==> src/hdl/owfd_pkg.sv <==
`default_nettype none

package owfd_pkg;

    localparam int FRAME_BITS_DEFAULT = 40;
    localparam int RAW_BITS           = 40;
    localparam int WIDTH_BITS         = 16;
    localparam int TOL_BITS           = 7;
    localparam int PRE_BITS           = 8;
    localparam int CMP_BITS           = 24;
    localparam int CFG_INDEX_BITS     = 4;
    localparam int CFG_DATA_BITS      = 16;
    localparam int QUEUE_DEPTH        = 2;

    localparam logic [CFG_INDEX_BITS-1:0] CFG_SHORT_WIDTH = 4'd0;
    localparam logic [CFG_INDEX_BITS-1:0] CFG_LONG_WIDTH  = 4'd1;
    localparam logic [CFG_INDEX_BITS-1:0] CFG_TOLERANCE   = 4'd2;
    localparam logic [CFG_INDEX_BITS-1:0] CFG_PREAMBLE    = 4'd3;

    localparam logic [WIDTH_BITS-1:0] SHORT_WIDTH_RESET = 16'd500;
    localparam logic [WIDTH_BITS-1:0] LONG_WIDTH_RESET  = 16'd1500;
    localparam logic [TOL_BITS-1:0]   TOLERANCE_RESET   = 7'd20;
    localparam logic [PRE_BITS-1:0]   PREAMBLE_RESET    = 8'd8;

    localparam logic [WIDTH_BITS-1:0] PULSE_INDEX_MAX = 16'hFFFF;

    localparam logic STATUS_OK   = 1'b0;
    localparam logic STATUS_FAIL = 1'b1;

    typedef enum logic [1:0] {
        CLS_NONE,
        CLS_ZERO,
        CLS_ONE
    } cls_t;

    typedef struct packed {
        logic [WIDTH_BITS-1:0] pulse_width;
        logic                  last_pulse;
    } in_word_t;

    typedef struct packed {
        logic                    status;
        logic [7:0]              device_id;
        logic [2:0]              channel;
        logic                    batt_flag;
        logic signed [11:0]      temperature;
        logic [7:0]              humidity;
        logic [RAW_BITS-1:0]     raw_code;
    } out_word_t;

    typedef struct packed {
        cls_t cls;
        logic last_pulse;
    } q_entry_t;

    typedef struct packed {
        logic full;
        logic empty;
    } q_status_t;

endpackage

`default_nettype wire

==> src/hdl/owfd_front.sv <==
`default_nettype none

module owfd_front (
    input  wire                                  clk,
    input  wire                                  rst_n,
    input  wire                                  cfg_valid,
    output logic                                 cfg_ready,
    input  wire  [owfd_pkg::CFG_INDEX_BITS-1:0]  cfg_index,
    input  wire  [owfd_pkg::CFG_DATA_BITS-1:0]   cfg_data,
    input  wire                                  in_valid,
    output logic                                 in_stall,
    input  owfd_pkg::in_word_t                   in_data,
    input  owfd_pkg::q_status_t                  q_status,
    output logic                                 q_push,
    output owfd_pkg::q_entry_t                   q_wdata,
    output logic [owfd_pkg::PRE_BITS-1:0]        preamble
);

    localparam int WB = owfd_pkg::WIDTH_BITS;
    localparam int CB = owfd_pkg::CMP_BITS;

    logic [WB-1:0]                 short_width_reg;
    logic [WB-1:0]                 long_width_reg;
    logic [owfd_pkg::TOL_BITS-1:0] tolerance_reg;
    logic [owfd_pkg::PRE_BITS-1:0] preamble_reg;
    logic                          settle_reg;
    logic [CB-1:0]                 prod_short_reg;
    logic [CB-1:0]                 prod_long_reg;
    logic                          cfg_write;
    logic                          hit_long;
    logic                          hit_short;

    // A pulse lies inside a window when 100 * (|w - nominal| + 1) <= nominal * percent,
    // which equals the truncated tolerance test without a divider.
    function automatic logic window_hit(input logic [WB-1:0] w, input logic [WB-1:0] nominal,
                                        input logic [CB-1:0] prod);
        logic [WB-1:0] diff;
        logic [CB-1:0] d1;
        logic [CB-1:0] scaled;
        diff   = (w >= nominal) ? (w - nominal) : (nominal - w);
        d1     = CB'(diff) + CB'(1);
        scaled = (d1 << 6) + (d1 << 5) + (d1 << 2);
        return scaled <= prod;
    endfunction

    assign cfg_ready = 1'b1;
    assign cfg_write = cfg_valid && cfg_ready;
    assign preamble  = preamble_reg;

    always_ff @(posedge clk or negedge rst_n)
    begin
        if (!rst_n)
        begin
            short_width_reg <= owfd_pkg::SHORT_WIDTH_RESET;
            long_width_reg  <= owfd_pkg::LONG_WIDTH_RESET;
            tolerance_reg   <= owfd_pkg::TOLERANCE_RESET;
            preamble_reg    <= owfd_pkg::PREAMBLE_RESET;
            settle_reg      <= 1'b1;
        end
        else
        begin
            settle_reg <= cfg_write;
            if (cfg_write)
            begin
                case (cfg_index)
                    owfd_pkg::CFG_SHORT_WIDTH: short_width_reg <= cfg_data;
                    owfd_pkg::CFG_LONG_WIDTH:  long_width_reg  <= cfg_data;
                    owfd_pkg::CFG_TOLERANCE:   tolerance_reg   <= cfg_data[owfd_pkg::TOL_BITS-1:0];
                    owfd_pkg::CFG_PREAMBLE:    preamble_reg    <= cfg_data[owfd_pkg::PRE_BITS-1:0];
                    default:                   ;
                endcase
            end
        end
    end

    always_ff @(posedge clk)
    begin
        prod_short_reg <= CB'(short_width_reg) * CB'(tolerance_reg);
        prod_long_reg  <= CB'(long_width_reg) * CB'(tolerance_reg);
    end

    assign in_stall = q_status.full || settle_reg;
    assign q_push   = in_valid && !in_stall;

    assign hit_long  = window_hit(in_data.pulse_width, long_width_reg, prod_long_reg);
    assign hit_short = window_hit(in_data.pulse_width, short_width_reg, prod_short_reg);

    always_comb
    begin
        q_wdata.last_pulse = in_data.last_pulse;
        if (hit_long)
            q_wdata.cls = owfd_pkg::CLS_ONE;
        else if (hit_short)
            q_wdata.cls = owfd_pkg::CLS_ZERO;
        else
            q_wdata.cls = owfd_pkg::CLS_NONE;
    end

endmodule

`default_nettype wire

==> src/hdl/owfd_queue.sv <==
`default_nettype none

module owfd_queue (
    input  wire                  clk,
    input  wire                  rst_n,
    input  wire                  push,
    input  owfd_pkg::q_entry_t   wdata,
    input  wire                  pop,
    output owfd_pkg::q_entry_t   rdata,
    output owfd_pkg::q_status_t  status
);

    localparam int DEPTH    = owfd_pkg::QUEUE_DEPTH;
    localparam int PTR_BITS = (DEPTH > 1) ? $clog2(DEPTH) : 1;
    localparam int CNT_BITS = $clog2(DEPTH + 1);
    localparam logic [PTR_BITS-1:0] LAST_PTR = PTR_BITS'(DEPTH - 1);
    localparam logic [CNT_BITS-1:0] FULL_CNT = CNT_BITS'(DEPTH);

    owfd_pkg::q_entry_t  mem [DEPTH];
    logic [PTR_BITS-1:0] wr_ptr_reg;
    logic [PTR_BITS-1:0] wr_ptr_next;
    logic [PTR_BITS-1:0] rd_ptr_reg;
    logic [PTR_BITS-1:0] rd_ptr_next;
    logic [CNT_BITS-1:0] count_reg;
    logic [CNT_BITS-1:0] count_next;

    always_comb
    begin
        wr_ptr_next = wr_ptr_reg;
        rd_ptr_next = rd_ptr_reg;
        count_next  = count_reg;
        if (push)
            wr_ptr_next = (wr_ptr_reg == LAST_PTR) ? '0 : wr_ptr_reg + 1'b1;
        if (pop)
            rd_ptr_next = (rd_ptr_reg == LAST_PTR) ? '0 : rd_ptr_reg + 1'b1;
        if (push && !pop)
            count_next = count_reg + 1'b1;
        else if (pop && !push)
            count_next = count_reg - 1'b1;
    end

    always_ff @(posedge clk or negedge rst_n)
    begin
        if (!rst_n)
        begin
            wr_ptr_reg <= '0;
            rd_ptr_reg <= '0;
            count_reg  <= '0;
        end
        else
        begin
            wr_ptr_reg <= wr_ptr_next;
            rd_ptr_reg <= rd_ptr_next;
            count_reg  <= count_next;
        end
    end

    always_ff @(posedge clk)
    begin
        if (push)
            mem[wr_ptr_reg] <= wdata;
    end

    assign rdata        = mem[rd_ptr_reg];
    assign status.full  = (count_reg == FULL_CNT);
    assign status.empty = (count_reg == '0);

    a_no_pop_empty: assert property (@(posedge clk) disable iff (!rst_n)
        pop |-> !status.empty)
        else $error("queue popped while empty");

    a_no_push_full: assert property (@(posedge clk) disable iff (!rst_n)
        (push && !pop) |-> !status.full)
        else $error("queue pushed while full");

endmodule

`default_nettype wire

==> src/hdl/owfd_back.sv <==
`default_nettype none

module owfd_back #(
    parameter int FRAME_BITS = owfd_pkg::FRAME_BITS_DEFAULT
) (
    input  wire                            clk,
    input  wire                            rst_n,
    input  wire  [owfd_pkg::PRE_BITS-1:0]  preamble,
    input  owfd_pkg::q_entry_t             q_rdata,
    input  owfd_pkg::q_status_t            q_status,
    output logic                           q_pop,
    output logic                           out_valid,
    input  wire                            out_stall,
    output owfd_pkg::out_word_t            out_data
);

    localparam int WB       = owfd_pkg::WIDTH_BITS;
    localparam int RB       = owfd_pkg::RAW_BITS;
    localparam int CNT_BITS = $clog2(FRAME_BITS + 1);
    localparam logic [CNT_BITS-1:0] FB_COUNT = CNT_BITS'(FRAME_BITS);

    logic [WB-1:0]         pulse_index_reg;
    logic [WB-1:0]         pulse_index_next;
    logic [CNT_BITS-1:0]   bits_taken_reg;
    logic [CNT_BITS-1:0]   bits_taken_next;
    logic [FRAME_BITS-1:0] frame_bits_reg;
    logic [FRAME_BITS-1:0] frame_bits_next;
    logic                  pending_bit_reg;
    logic                  pending_bit_next;
    logic                  pending_valid_reg;
    logic                  pending_valid_next;
    logic                  stopped_reg;
    logic                  stopped_next;
    logic                  out_valid_reg;
    logic                  out_valid_next;
    owfd_pkg::out_word_t   out_data_reg;
    owfd_pkg::out_word_t   out_data_next;

    logic [CNT_BITS-1:0]   bits_upd;
    logic [FRAME_BITS-1:0] frame_upd;
    logic                  data_slot;
    logic [RB-1:0]         raw_code;
    owfd_pkg::out_word_t   result;

    assign q_pop = !q_status.empty && (!q_rdata.last_pulse || !out_valid_reg || !out_stall);

    always_comb
    begin
        bits_upd  = bits_taken_reg;
        frame_upd = frame_bits_reg;
        if (pending_valid_reg && bits_taken_reg < FB_COUNT)
        begin
            frame_upd = {frame_bits_reg[FRAME_BITS-2:0], pending_bit_reg};
            bits_upd  = bits_taken_reg + 1'b1;
        end
    end

    assign data_slot = (pulse_index_reg != owfd_pkg::PULSE_INDEX_MAX)
                    && (pulse_index_reg >= WB'(preamble))
                    && (pulse_index_reg[0] == preamble[0])
                    && !stopped_reg && (bits_upd < FB_COUNT);

    generate
        if (FRAME_BITS >= RB)
        begin : g_wide
            assign raw_code = frame_upd[FRAME_BITS-1 -: RB];
        end
        else
        begin : g_narrow
            assign raw_code = {frame_upd, {(RB - FRAME_BITS){1'b0}}};
        end
    endgenerate

    always_comb
    begin
        result = '0;
        if (bits_upd < FB_COUNT)
        begin
            result.status = owfd_pkg::STATUS_FAIL;
        end
        else
        begin
            result.status      = owfd_pkg::STATUS_OK;
            result.device_id   = raw_code[39:32];
            result.channel     = {1'b0, raw_code[31:30]} + 3'd1;
            result.batt_flag   = raw_code[29];
            result.temperature = {raw_code[19:16], raw_code[15:8]};
            result.humidity    = raw_code[7:0];
            result.raw_code    = raw_code;
        end
    end

    always_comb
    begin
        pulse_index_next   = pulse_index_reg;
        bits_taken_next    = bits_taken_reg;
        frame_bits_next    = frame_bits_reg;
        pending_bit_next   = pending_bit_reg;
        pending_valid_next = pending_valid_reg;
        stopped_next       = stopped_reg;
        if (q_pop)
        begin
            bits_taken_next    = bits_upd;
            frame_bits_next    = frame_upd;
            pending_valid_next = 1'b0;
            if (data_slot)
            begin
                case (q_rdata.cls)
                    owfd_pkg::CLS_ONE:
                    begin
                        pending_bit_next   = 1'b1;
                        pending_valid_next = 1'b1;
                    end
                    owfd_pkg::CLS_ZERO:
                    begin
                        pending_bit_next   = 1'b0;
                        pending_valid_next = 1'b1;
                    end
                    default:
                    begin
                        stopped_next = 1'b1;
                    end
                endcase
            end
            if (pulse_index_reg != owfd_pkg::PULSE_INDEX_MAX)
                pulse_index_next = pulse_index_reg + 1'b1;
            if (q_rdata.last_pulse)
            begin
                pulse_index_next   = '0;
                bits_taken_next    = '0;
                frame_bits_next    = '0;
                pending_bit_next   = 1'b0;
                pending_valid_next = 1'b0;
                stopped_next       = 1'b0;
            end
        end
    end

    always_comb
    begin
        out_valid_next = out_valid_reg;
        out_data_next  = out_data_reg;
        if (q_pop && q_rdata.last_pulse)
        begin
            out_valid_next = 1'b1;
            out_data_next  = result;
        end
        else if (out_valid_reg && !out_stall)
        begin
            out_valid_next = 1'b0;
        end
    end

    always_ff @(posedge clk or negedge rst_n)
    begin
        if (!rst_n)
        begin
            pulse_index_reg   <= '0;
            bits_taken_reg    <= '0;
            frame_bits_reg    <= '0;
            pending_bit_reg   <= 1'b0;
            pending_valid_reg <= 1'b0;
            stopped_reg       <= 1'b0;
            out_valid_reg     <= 1'b0;
        end
        else
        begin
            pulse_index_reg   <= pulse_index_next;
            bits_taken_reg    <= bits_taken_next;
            frame_bits_reg    <= frame_bits_next;
            pending_bit_reg   <= pending_bit_next;
            pending_valid_reg <= pending_valid_next;
            stopped_reg       <= stopped_next;
            out_valid_reg     <= out_valid_next;
        end
    end

    always_ff @(posedge clk)
    begin
        out_data_reg <= out_data_next;
    end

    assign out_valid = out_valid_reg;
    assign out_data  = out_data_reg;

    a_bits_bounded: assert property (@(posedge clk) disable iff (!rst_n)
        bits_taken_reg <= FB_COUNT)
        else $error("bit count beyond frame length");

    a_pending_not_stopped: assert property (@(posedge clk) disable iff (!rst_n)
        pending_valid_reg |-> !stopped_reg)
        else $error("pending bit held after decoding stopped");

    a_train_cleared: assert property (@(posedge clk) disable iff (!rst_n)
        (q_pop && q_rdata.last_pulse) |=> (pulse_index_reg == '0 && !pending_valid_reg
                                            && out_valid_reg))
        else $error("train state not cleared after last pulse");

endmodule

`default_nettype wire

==> src/hdl/ook_pwm_weather_frame_decoder_top.sv <==
// Decodes a pulse-width modulated on-off keyed weather sensor frame of FRAME_BITS bits.
// The input channel takes one word per measured pulse, high and low pulses alternating,
// with last_pulse set on the final pulse of a train. Only that word produces an output
// word: either a fail status or the decoded id, channel, battery flag, temperature,
// humidity and raw 40-bit code.
// Both channels use valid and stall; a word moves when valid is high and stall is low.
// The configuration channel writes one register per valid and ready cycle; ready is
// always high, and the input channel stalls in the cycle after each write while the
// tolerance products are refreshed.
// One input word is taken every cycle while the input channel is not stalled. After the
// last pulse is taken it passes through the two-word queue between the front classifier
// and the frame assembler, and its result is then held in the output register.
// When the receiver stalls, the result stays in the output register while the pulses of
// the next train keep flowing; once that train's last pulse reaches the head of the
// queue, the queue fills and the input channel stalls.
// Reset restores the default configuration, clears the train state and the output valid
// flag, and holds the input stalled while the tolerance products are computed.
`default_nettype none

module ook_pwm_weather_frame_decoder_top #(
    parameter int FRAME_BITS = owfd_pkg::FRAME_BITS_DEFAULT
) (
    input  wire                                  clk,
    input  wire                                  rst_n,
    input  wire                                  cfg_valid,
    output logic                                 cfg_ready,
    input  wire  [owfd_pkg::CFG_INDEX_BITS-1:0]  cfg_index,
    input  wire  [owfd_pkg::CFG_DATA_BITS-1:0]   cfg_data,
    input  wire                                  in_valid,
    output logic                                 in_stall,
    input  owfd_pkg::in_word_t                   in_data,
    output logic                                 out_valid,
    input  wire                                  out_stall,
    output owfd_pkg::out_word_t                  out_data
);

    owfd_pkg::q_status_t           q_status;
    owfd_pkg::q_entry_t            q_wdata;
    owfd_pkg::q_entry_t            q_rdata;
    logic                          q_push;
    logic                          q_pop;
    logic [owfd_pkg::PRE_BITS-1:0] preamble;

    owfd_front u_front (
        .clk       (clk),
        .rst_n     (rst_n),
        .cfg_valid (cfg_valid),
        .cfg_ready (cfg_ready),
        .cfg_index (cfg_index),
        .cfg_data  (cfg_data),
        .in_valid  (in_valid),
        .in_stall  (in_stall),
        .in_data   (in_data),
        .q_status  (q_status),
        .q_push    (q_push),
        .q_wdata   (q_wdata),
        .preamble  (preamble)
    );

    owfd_queue u_queue (
        .clk    (clk),
        .rst_n  (rst_n),
        .push   (q_push),
        .wdata  (q_wdata),
        .pop    (q_pop),
        .rdata  (q_rdata),
        .status (q_status)
    );

    owfd_back #(
        .FRAME_BITS (FRAME_BITS)
    ) u_back (
        .clk       (clk),
        .rst_n     (rst_n),
        .preamble  (preamble),
        .q_rdata   (q_rdata),
        .q_status  (q_status),
        .q_pop     (q_pop),
        .out_valid (out_valid),
        .out_stall (out_stall),
        .out_data  (out_data)
    );

endmodule

`default_nettype wire
==> config.mk <==
export PLATFORM = sky130hd
export DESIGN_NAME = ook_pwm_weather_frame_decoder_top
export DESIGN_NICKNAME = d
export VERILOG_FILES = /design/src/hdl/owfd_pkg.sv /design/src/hdl/owfd_front.sv /design/src/hdl/owfd_queue.sv /design/src/hdl/owfd_back.sv /design/src/hdl/ook_pwm_weather_frame_decoder_top.sv
export SDC_FILE = /design/constraint.sdc
export NUM_CORES = 1
export LEC_CHECK = 0
export BUFFER_PORTS_ARGS = -buffer_cell sky130_fd_sc_hd__buf_2
export CAP_MARGIN = 30
export CORE_MARGIN = 4
export CORE_UTILIZATION = 40
export CTS_BUF_LIST = sky130_fd_sc_hd__clkbuf_4 sky130_fd_sc_hd__clkbuf_8 sky130_fd_sc_hd__clkbuf_16
export DETAILED_ROUTE_END_ITERATION = 12
export PLACE_DENSITY = 0.62
export SLEW_MARGIN = 30
export SYNTH_ARGS = -nofsm -noshare
export SYNTH_HDL_FRONTEND = slang
export SYNTH_SLANG_ARGS = --single-unit
==> constraint.sdc <==
create_clock -name clk -period 8.1 [get_ports clk]
set_clock_uncertainty 0.15 [all_clocks]
set_input_delay 0.405 -clock clk [delete_from_list [all_inputs] [get_ports clk]]
set_output_delay 0.405 -clock clk [all_outputs]
set_load 0.03 [all_outputs]
### Yosys cells after proc, flatten, opt, wreduce, memory -nomap -nowiden

Memory sizes are Yosys's and may differ from the RTL's.
Index checks and enable logic that the tools add are counted.

| cells by class | value |
|---|---|
| add/sub/neg operators | 17 |
| multipliers | 2 |
| magnitude comparators | 7 |
| equality and inequality tests | 9 |
| muxes and demuxes | 28 |
| reduce and logical (&&, ||, !) cells | 37 |

Operators by type and width:

| cell | count |
|---|---|
| 24-bit adder | 4 |
| 40-bit two-way mux | 2 |
| 16-bit two-way mux | 4 |
| 16-bit subtractor | 4 |
| 24-bit by 23-bit <= comparator with 1-bit output | 2 |
| 16-bit by 7-bit multiplier with 23-bit output | 2 |
| 16-bit by 1-bit adder with 17-bit output (second input constant) | 2 |
| 16-bit greater-or-equal comparator | 2 |
| 16-bit by 1-bit adder with 16-bit output (second input constant) | 1 |
| 16-bit by 8-bit greater-or-equal comparator with 1-bit output | 1 |
| 1-bit two-way mux | 16 |
| 16-bit inequality test (second input constant) | 1 |
| 6-bit < comparator (second input constant) | 2 |
| 6-bit two-way mux | 2 |
| 1-bit logical AND | 11 |
| 2-bit AND reduction | 5 |
| 4-bit by 2-bit == test with 1-bit output (second input constant) | 2 |
| 1-bit zero test | 8 |
| 2-bit nonzero test | 4 |
| 6-bit by 1-bit adder with 6-bit output (second input constant) | 1 |
| 2-bit two-way mux | 3 |
| 3-bit AND reduction | 2 |
| 2-bit == test (second input constant) | 2 |
| 4-bit by 1-bit == test with 1-bit output (second input constant) | 1 |
| other kinds (13) | 16 |

| word-level totals | value |
|---|---|
| register bits after elaboration | 237 |
| bits in writable memories | 6 |
| input port bits | 42 |
| logic and storage cells | 125 |
| memories kept | 1 |

Memory list:

| memory | depth | width | rd ports | clocked after memory_dff | wr ports | RTL line | source |
|---|---|---|---|---|---|---|---|
| u_queue.mem | 2 | 3 | 1 | 0 | 1 | owfd_queue.sv:19 | `owfd_pkg::q_entry_t mem [DEPTH];` |

### Logic depth before layout (Yosys ltp)

| depth | value |
|---|---|
| depth after elaboration | 8 |
| depth in mapped cells | 35 |

### Hierarchy

A second synthesis with hierarchy kept.

| unflattened totals | value |
|---|---|
| cells, all modules | 2549 |
| area total of the unflattened synthesis | 22479.1 sq um |

Modules (own cells, without submodules):

| module | times used | cells each | area an instance (sq um) | sequential area each (sq um) |
|---|---|---|---|---|
| owfd_front | 1 | 1950 | 16524.6 | 2143.3 |
| owfd_back | 1 | 574 | 5551.6 | 2972.9 |
| owfd_queue | 1 | 25 | 402.9 | 280.3 |

### Worst setup path before layout

Ideal clock, no wire load.

| timing | value |
|---|---|
| path kind | input -> register |
| start point | input port in_data[1] in the netlist's numbering |
| end point | memory u_queue.mem[0][1] in the netlist's numbering, data pin |
| data arrival time | 7134 ps |
| data required time | 7708 ps |
| path slack | 574 ps |
| stages | 32 |
| path through | inv_1 > ha_1 > fa_1 > nand3b_1 > a21oi_1 > o2111ai_2 > nand2_4 > buf_2 > mux2i_1 > ha_1 > o2111ai_1 > nand2_1 > nor4b_2 > nor3b_2 > nor2b_1 > xnor2_1 > inv_1 > fa_1 > inv_1 > ha_1 > or3_1 > o311a_1 > o21a_1 > o21a_1 > nand3_1 > o211ai_1 > ha_1 > nand3_1 > o21ai_0 > o21ai_0 > o221a_2 > a2111oi_0 |

RTL lines:

| what | RTL line | source |
|---|---|---|
| start, declared | ook_pwm_weather_frame_decoder_top.sv:31 | `input owfd_pkg::in_word_t in_data,` |
| end, declared | owfd_queue.sv:19 |  |

==> metrics.txt <==
status finished clean; syn_area_per_cell 8.96 sq um; Clock Latency Late Sink 570 ps; Detailed Routing Iterations Pass 1 5; DRT iter0 DRCs 1,269; final worst slack 438 ps; layout cells sized above 1 15.2%; row cnt 85; DRC Markers 0; Max Clock Freq 0.131 GHz; Core ar. 54,300 sq um; largest net degree at the start of global routing 64; final antenna-violating net count 0; reg2reg start u_front.long_width_reg[0]; gpl congestion 0.889; Synth area leaders ha_1 15%, fa_1 14%, dfrtp_1 11%, edfxtp_1 6.8%, nand2_1 5.6%; CTS Root Cell clkbuf_16; Synth Cell Area 22,100 sq um; Area Growth Syn to Fin 13.4%; slowest stage cell, crit path fa_1; synthesized flop and latch total 214; worst-margin pin slew 970 ps; crit path time final 7660 ps; Slew Viols, Final 0; via count 17.9k; total clock buffers created by CTS 25; Worst Path Max Fanout 17; Synthesis Warnings 0; Crit. End Element flop; Synth Net Count 2,923; Largest register FFs 44; dpl ws -188 ps; Final period util 94.6%; Slew HR 35.2%; Buffers on Ports 116; Final nets 3,078; CTS sink count 214; setup violators final 0; Die Y 243 microns; critical path's largest stage delay 580 ps; die area 59,200 sq um; hold_ws 40.5 ps; Total Wirelength 58,400 microns; crit path from u_front.long_width_reg[0]; asr flop ratio synth 55.1%; Vias/cell 5.28; first-pass GRT wire length 95,100 microns; predominant post-synthesis flop cell dfrtp_1; Max H-tree Level 1; Synth top area share 14.7%; HPWL Detailed 46,000 microns; Worst Path Arrival 7830 ps; CP startpoint kind flop; Ports 118; total congestion overflow 0; post-synthesis sequential area ratio 24.4%; critical path class flop to flop; Worst Path Required 8270 ps; Final Hold Viols 0; initial antenna violation count 6; Die Span X 243 microns; RSZ-0062 raised after global routing no; Post-synth EDFFs 50; Routed WL per cell 17.2 microns; area leader, netlist ha_1; Worst-path clk slew 70 ps; number of global-route vias before repair 18.0k; maximum clock path buffer count 3; Worst Hold Class primary input to flop; Netlist cell types 94; worst min-delay path startpoint cfg_data[3]; CTS tree yes; max-cap violations 0; GR Util All Layers 19.4%; Initial Utilization 40.7%; post-synthesis cell count 2,471
==> per-stage QoR <==
| stage | utilization [%] | cell area, sq um | instances | setup TNS, ps |
|---|---|---|---|---|
| 2_1_floorplan | - | 22100 | 2471 | 0 |
| 3_3_place_gp | 44.0 | 23900 | 3316 | 0 |
| 3_5_place_dp | 44.0 | 23900 | 3316 | -376 |
| 4_1_cts | 45.9 | 25000 | 3381 | 0 |
| 5_1_grt | 46.2 | 25100 | 3385 | 0 |
| 6_report | 46.2 | 25100 | 3388 | 0 |
==> path summary, 6_finish.rpt <==
kind / to / slack (ps) / depth (start not counted)
setup / recovery: u_queue.mem[1][1] / 440 / 31
hold / removal: u_front.short_width_reg[3] / 40 / 3
setup reg to reg: u_queue.mem[1][1] / 440 / 31
hold reg to reg: u_back.frame_bits_reg[39] / 350 / 1
max in group asynchronous: u_back.frame_bits_reg[22] / 6180 / 3
min in group asynchronous: u_back.out_valid / 300 / 2
==> synthesized netlist by cell type (all sizes together) (40+ instances only) <==
library cell  number
and2              69
buf               44
nor3              40
clkbuf            80
fa               150
edfxtp            50
inv              296
a21oi            136
a21o              64
dfxtp             46
nor2             114
xor2              48
xnor2            107
nand2            334
dfrtp            101
o21ai             86
ha               260
==> layout by cell type (no fill, tap or decap), types with 99 or more instances in the layout <==
cell type  synthesis  final
fa_1             150    150
nand2_1          332    331
buf_2             11    115
a21oi_1          133    128
xnor2_1          103    102
buf_4             31    118
inv_1            294    294
dfrtp_1          101     99
nor2_1           114    111
ha_1             260    257
==> repair_timing <==
action,in CTS,in global routing
endpoints found under the hold margin,66,0
hold buffers,19,0
buffers inserted,0,3
setup endpoints to repair,2,4
pin swaps,0,4
resized for setup,1,30
==> worst max-delay path: cells and delay by family, from the launching register on <==
| family | cells | cell delay [ps] |
|---|---|---|
| AOI/OAI and AO/OA | 14 | 2940 |
| adders and majority gates | 5 | 1810 |
| muxes | 1 | 310 |
| DFF | 1 | 400 |
| buffers and inverters | 4 | 660 |
| and+or+nand+nor | 4 | 610 |
| xor gates and xnor gates | 3 | 550 |
==> logic make-up after synthesis <==
family                     synth area share [%]
buffers and inverters                      7.75
and+or+nand+nor                            15.7
muxes                                      3.21
adders and majority gates                  28.3
AOI/OAI and AO/OA                          14.4
DFF                                        24.4
other                                    0.0169
xor gates and xnor gates                   6.35
==> area by class of cell <==
class | count | area (sq um)
Fill cell | 5110 | 29200
Multi-Input combinational cell | 1837 | 15200
Sequential cell | 214 | 5400
Timing Repair Buffer | 252 | 1650
Inverter | 296 | 1110
Tap cell | 739 | 925
Clock buffer | 35 | 731
Clock inverter | 11 | 98.8
Antenna cell | 4 | 10.0
==> layer usage <==
layer | track usage [%] | up-vias | share of wire (%) | wire length [microns]
met5 | 0 | - | 0.021 | 12
li1 | - | 8592 | - | -
met1 | 27.9 | 8739 | 47 | 27600
met4 | 5.67 | 2 | 3.0 | 1770
met3 | 2.62 | 97 | 5.5 | 3190
met2 | 30.6 | 469 | 44 | 25800
Power is not shown: default switching activity piles up to over one toggle a cycle in this logic, so the estimate is an artifact.
